<file path="src/rtl/gaussian_background_subtractor_macros.svh">
// Assertion macros for the running Gaussian background subtractor.
// Used by the top level; expects i_clk and i_rst_n in scope.
`ifndef GAUSSIAN_BACKGROUND_SUBTRACTOR_MACROS_SVH
`define GAUSSIAN_BACKGROUND_SUBTRACTOR_MACROS_SVH

// Same-cycle implication, checked outside reset.
`define GBS_ASSERT_IMPL(lbl, ante, cons) \
    lbl: assert property (@(posedge i_clk) disable iff (!i_rst_n) (ante) |-> (cons)) \
        else $error("gbs assertion failed");

// Next-cycle implication, checked outside reset.
`define GBS_ASSERT_NEXT(lbl, ante, cons) \
    lbl: assert property (@(posedge i_clk) disable iff (!i_rst_n) (ante) |=> (cons)) \
        else $error("gbs assertion failed");

`endif

</file>
<file path="src/rtl/gbs_pkg.sv">
// Shared types, constants and the divider step for the background subtractor.
// No dependencies; imported by every module of the block.
package gbs_pkg;

    // Input beat payload.
    typedef struct packed {
        logic        mode;
        logic [18:0] pixel_index;
        logic [7:0]  red;
        logic [7:0]  green;
        logic [7:0]  blue;
    } t_in_item;

    // Output beat payload.
    typedef struct packed {
        logic       foreground;
        logic [7:0] bg_red;
        logic [7:0] bg_green;
        logic [7:0] bg_blue;
    } t_out_item;

    // Register indexes on the configuration port.
    typedef enum logic [1:0] {
        REG_ALPHA     = 2'd0,
        REG_THRESHOLD = 2'd1,
        REG_NOISE     = 2'd2
    } t_reg_idx;

    localparam logic [15:0] ALPHA_RESET     = 16'd3277;
    localparam logic [15:0] THRESHOLD_RESET = 16'd1600;
    localparam logic [15:0] NOISE_RESET     = 16'd12800;

    localparam int NUM_LANES   = 3;
    localparam int DIV_BITS    = 4;
    localparam int QUO_W       = 32;
    localparam int DIV_STAGES  = QUO_W / DIV_BITS;
    localparam int PIPE_DEPTH  = DIV_STAGES + 2;
    // Stages that still hold a model entry that is not yet written back.
    localparam int HAZ_STAGES  = 4;

    // Control shared by all lanes.
    typedef struct packed {
        logic en;
        logic wr_en;
        logic init;
    } t_lane_ctrl;

    // One word of the pipelined divider, with the background byte riding along.
    typedef struct packed {
        logic [16:0]      rem;
        logic [QUO_W-1:0] quo;
        logic [15:0]      dsr;
        logic [7:0]       bg;
    } t_div_word;

    // Several restoring division steps, one quotient bit each.
    function automatic t_div_word div_step(input t_div_word x);
        t_div_word   w;
        logic [16:0] sh;
        w = x;
        for (int k = 0; k < DIV_BITS; k++) begin
            sh = {w.rem[15:0], w.quo[QUO_W-1]};
            if (sh >= {1'b0, w.dsr}) begin
                w.rem = sh - {1'b0, w.dsr};
                w.quo = {w.quo[QUO_W-2:0], 1'b1};
            end else begin
                w.rem = sh;
                w.quo = {w.quo[QUO_W-2:0], 1'b0};
            end
        end
        return w;
    endfunction

endpackage

</file>
<file path="src/rtl/gbs_merge.sv">
// Merge stage: sums the lanes' normalized distances, applies the threshold,
// and holds the output beat. Depends on gbs_pkg.
module gbs_merge
    import gbs_pkg::*;
(
    input  logic                             i_clk,
    input  logic                             i_rst_n,
    input  logic                             i_load,
    input  logic                             i_ready,
    input  logic [NUM_LANES-1:0][QUO_W-1:0]  i_quo,
    input  logic [NUM_LANES-1:0][7:0]        i_bg,
    input  logic [15:0]                      i_threshold,
    output logic                             o_valid,
    output t_out_item                        o_out
);

    logic        r_valid;
    t_out_item   r_out;
    logic [33:0] w_sum;

    // Distance summed over the channels, kept wide.
    assign w_sum = 34'(i_quo[0]) + 34'(i_quo[1]) + 34'(i_quo[2]);

    // Output valid flag.
    always_ff @(posedge i_clk) begin
        if (!i_rst_n) begin
            r_valid <= 1'b0;
        end else if (i_load) begin
            r_valid <= 1'b1;
        end else if (i_ready) begin
            r_valid <= 1'b0;
        end
    end

    // Output payload.
    always_ff @(posedge i_clk) begin
        if (i_load) begin
            r_out.foreground <= (w_sum >= 34'(i_threshold));
            r_out.bg_red     <= i_bg[0];
            r_out.bg_green   <= i_bg[1];
            r_out.bg_blue    <= i_bg[2];
        end
    end

    assign o_valid = r_valid;
    assign o_out   = r_out;

endmodule

</file>
<file path="config.mk">
export PLATFORM = sky130hd
export DESIGN_NAME = gbs_merge
export DESIGN_NICKNAME = d
export VERILOG_FILES = /design/src/rtl/gaussian_background_subtractor_macros.svh /design/src/rtl/gbs_pkg.sv /design/src/rtl/gbs_merge.sv
export SDC_FILE = /design/constraint.sdc
export NUM_CORES = 1
export LEC_CHECK = 0
export BUFFER_PORTS_ARGS = -buffer_cell sky130_fd_sc_hd__buf_4
export CAP_MARGIN = 20
export CORE_MARGIN = 2
export CORE_UTILIZATION = 40
export CTS_CLUSTER_SIZE = 12
export DETAILED_ROUTE_END_ITERATION = 16
export PLACE_DENSITY = 0.74
export SYNTH_ARGS = -nofsm -noshare
export SYNTH_HDL_FRONTEND = slang
export SYNTH_SLANG_ARGS = --single-unit
</file>
<file path="constraint.sdc">
create_clock -name i_clk -period 5.6 [get_ports i_clk]
set_clock_uncertainty 0.05 [all_clocks]
set_input_delay 1.12 -clock i_clk [delete_from_list [all_inputs] [get_ports i_clk]]
set_output_delay 1.12 -clock i_clk [all_outputs]
set_load 0.05 [all_outputs]
</file>
==> qor.yml <==
status: "finished, violations left"
violations: "setup timing"
ys_ff_latch: 26
path_clk_slew_ns: 0.08
syn_inst: 416
drt_iter0_drc: 196
final_nets: 803
ys_seq_area_share_pct: 19.6
cts_tree: "built"
ys_warn_count: 0
synth-async-reset-ratio_pct: 0
cts_buffers: 3
ir_drop_mv: 0.107
min_path_cells: 2
syn2layout_area_growth_pct: 37.7
hold_viol_final: 0
fp.dieArea_mm2: 0.0106
max_freq_mhz: 179
r2r_cells: 2
die_h_um: 103
worstPathArrival_ns: 5.55
grt_max_degree: 27
gp_congestion: 1.01
track_usage_pct: 18.4
powerDensity_mw_per_mm2: 233
grt_antenna_before_repair: 0
root_buffer: "clkbuf_8"
htreeDepth: 1
wl_per_cell_um: 14.4
worstPathRequired_ns: 5.55
maxSlewViolCount: 0
tns_ns: -0.00173
viasPerCell: 5.37
fin_crit_sh_pct: 100
dp_hpwl_um: 8810
via_count: 3840
cp_max_fo: 2
cap_violations: 0
start_kind: "primary input"
synth_area_mm2: 0.00392
die_w_um: 103
drt-total-wl_um: 10300
clk_latency_ns: 0.26
syn_nets: 636
io_pins: 166
antenna_cells: 0
core_mm2: 0.00964
firstDrtPassIters: 5
min_path_type: "flop to flop"
yosysUniqueCellTypes: 65
slew_headroom_pct: 71.0
drtAntennaViolNets: 0
start_util_pct: 40.7
slowest_delay_ns: 0.54
rows: 36
setup_violations: 1
cpMaxStageDelayCell: "or4_1"
grt_setup_unrepaired: "yes"
grt_pass1_vias: 3834
worstMarginPinSlew_ns: 0.432
dpl.cell_count: 710
cp-end-kind: "flop"
min_period_ns: 5.60
cts.sinks: 26
leakage_nw: 2.51
drc: 0
fin_ws_ns: -0.00173
synth_ff_type: "edfxtp_1"
instances_no_fill: 715
grt.overflow.total: 0
crit_type: "primary input to flop"
hold_buffers: 0
port-buffer-count: 165
grt_pass1_wl_um: 16200
synth-edff-count: 25
drive_above_1_share_pct: 35.4
clock_path_buffers: 2
crit_chain: "buf_4, inv_1, fa_1, inv_1, ha_2, inv_1, fa_2, nand2b_4, a21oi_4, buf_4, buf_4, nor2_1, xnor2_1, ha_1, and3_1, a22o_1, o31a_1, a41oi_2, o2111a_1, o2111ai_1, nor4_1, nand4_1, or4_1"
syn_avg_cell_area_um2: 9.43
power_w: 0.00126
## stage by stage
stage	utilization [%]	cell area (µm²)	setup WS, ns	hold slack, ns
floorplan	-	3960	0.00175	0.803
global placement	55.1	5310	-0.0326	0.511
detailed placement	55.1	5310	-0.202	0.573
CTS	55.6	5360	0.0740	0.597
global route	56.0	5400	-0.176	0.635
finish	56.0	5400	-0.00173	0.592
## cells in the final DEF (no fill, tap or decap), types with 3 or more instances in the layout
cell type,synthesis,routed
buf_4,2,178
ha_1,47,46
a21oi_1,37,36
fa_1,33,32
nor2_1,32,31
inv_1,31,29
nand2_1,27,27
edfxtp_1,25,25
xnor2_1,15,15
o21ai_0,12,12
nand4_1,10,10
a21o_1,9,9
nand3_1,9,9
o211ai_1,8,8
a31oi_1,7,7
o21a_1,6,6
nand2b_1,7,6
o21bai_1,6,6
xor2_1,5,5
o22ai_1,5,5
nor2b_1,4,4
a211oi_1,4,4
nor3_1,4,4
and3_1,3,3
a22o_1,3,3
mux2i_1,3,3
clkbuf_8,4,3
## synth_stat cells (8+ instances only)
library cell / number / area share (%)
a21o_1: 9 / 1.7
a21oi_1: 37 / 4.7
clkbuf_1: 8 / 0.77
edfxtp_1: 25 / 19
fa_1: 33 / 17
ha_1: 47 / 15
inv_1: 31 / 3.0
nand2_1: 27 / 2.6
nand3_1: 9 / 1.1
nand4_1: 10 / 1.6
nor2_1: 32 / 3.1
o211ai_1: 8 / 1.5
o21ai_0: 12 / 1.5
xnor2_1: 15 / 3.3
## path summary, 6_finish.rpt
path                   from   endpoint  slack [ns]
hold reg to reg     o_valid    o_valid        0.59
setup reg to reg    o_valid    o_valid        4.83
setup / recovery  i_quo[65]  o_out[24]      -0.002
hold / removal      o_valid    o_valid        0.59
## critical path, delay by kind of cell
family	cells	cell delay, ns
adders and majority gates	4	1.26
and+or+nand+nor	6	1.37
AOI/OAI and AO/OA	6	1.13
xor gates and xnor gates	1	0.19
buffers and inverters	6	0.47
## power breakdown
part / internal, W / total, W / leakage [nW] / switching [W]
clock network: 0.0000507 / 0.000104 / 0.0228 / 0.0000537
logic: 0.000413 / 0.000920 / 2.23 / 0.000508
registers: 0.000229 / 0.000233 / 0.253 / 0.00000407
## cell type report
| class | instances | area, µm² |
|---|---|---|
| Fill cell | 888 | 4240 |
| Multi-Input combinational cell | 342 | 2950 |
| Timing Repair Buffer | 179 | 1350 |
| Sequential cell | 26 | 771 |
| Tap cell | 133 | 166 |
| Inverter | 31 | 116 |
| Clock buffer | 4 | 45.0 |
## cells by family (layout without fill, tap and decap cells)
logic type | count (synthesis) | after routing | synth area share [%]
muxes | 3 | 3 | 0.766
and+or+nand+nor | 113 | 113 | 14.8
adders and majority gates | 80 | 80 | 31.8
DFF | 26 | 26 | 19.6
buffers and inverters | 48 | 214 | 6.73
AOI/OAI and AO/OA | 126 | 126 | 21.8
xor gates and xnor gates | 20 | 20 | 4.47
## registers in the layout, indices dropped and copies added, names as in the netlist
register / count
o_valid: 1
o_out: 25
## timing repair
action / CTS / global route
gates resized for setup: 0 / 9
buffers inserted: 0 / 1
endpoints found under the setup margin: 0 / 1
## metal layers
metal  GRT usage, %  up-vias  routed length (µm)
met5              0        -                   0
met4           4.76        0                 163
met3          0.814       16                 596
met2           35.4      149                5470
met1           22.3     1812                4090
li1               -     1863                   -
(Power assumes the default switching activity.)
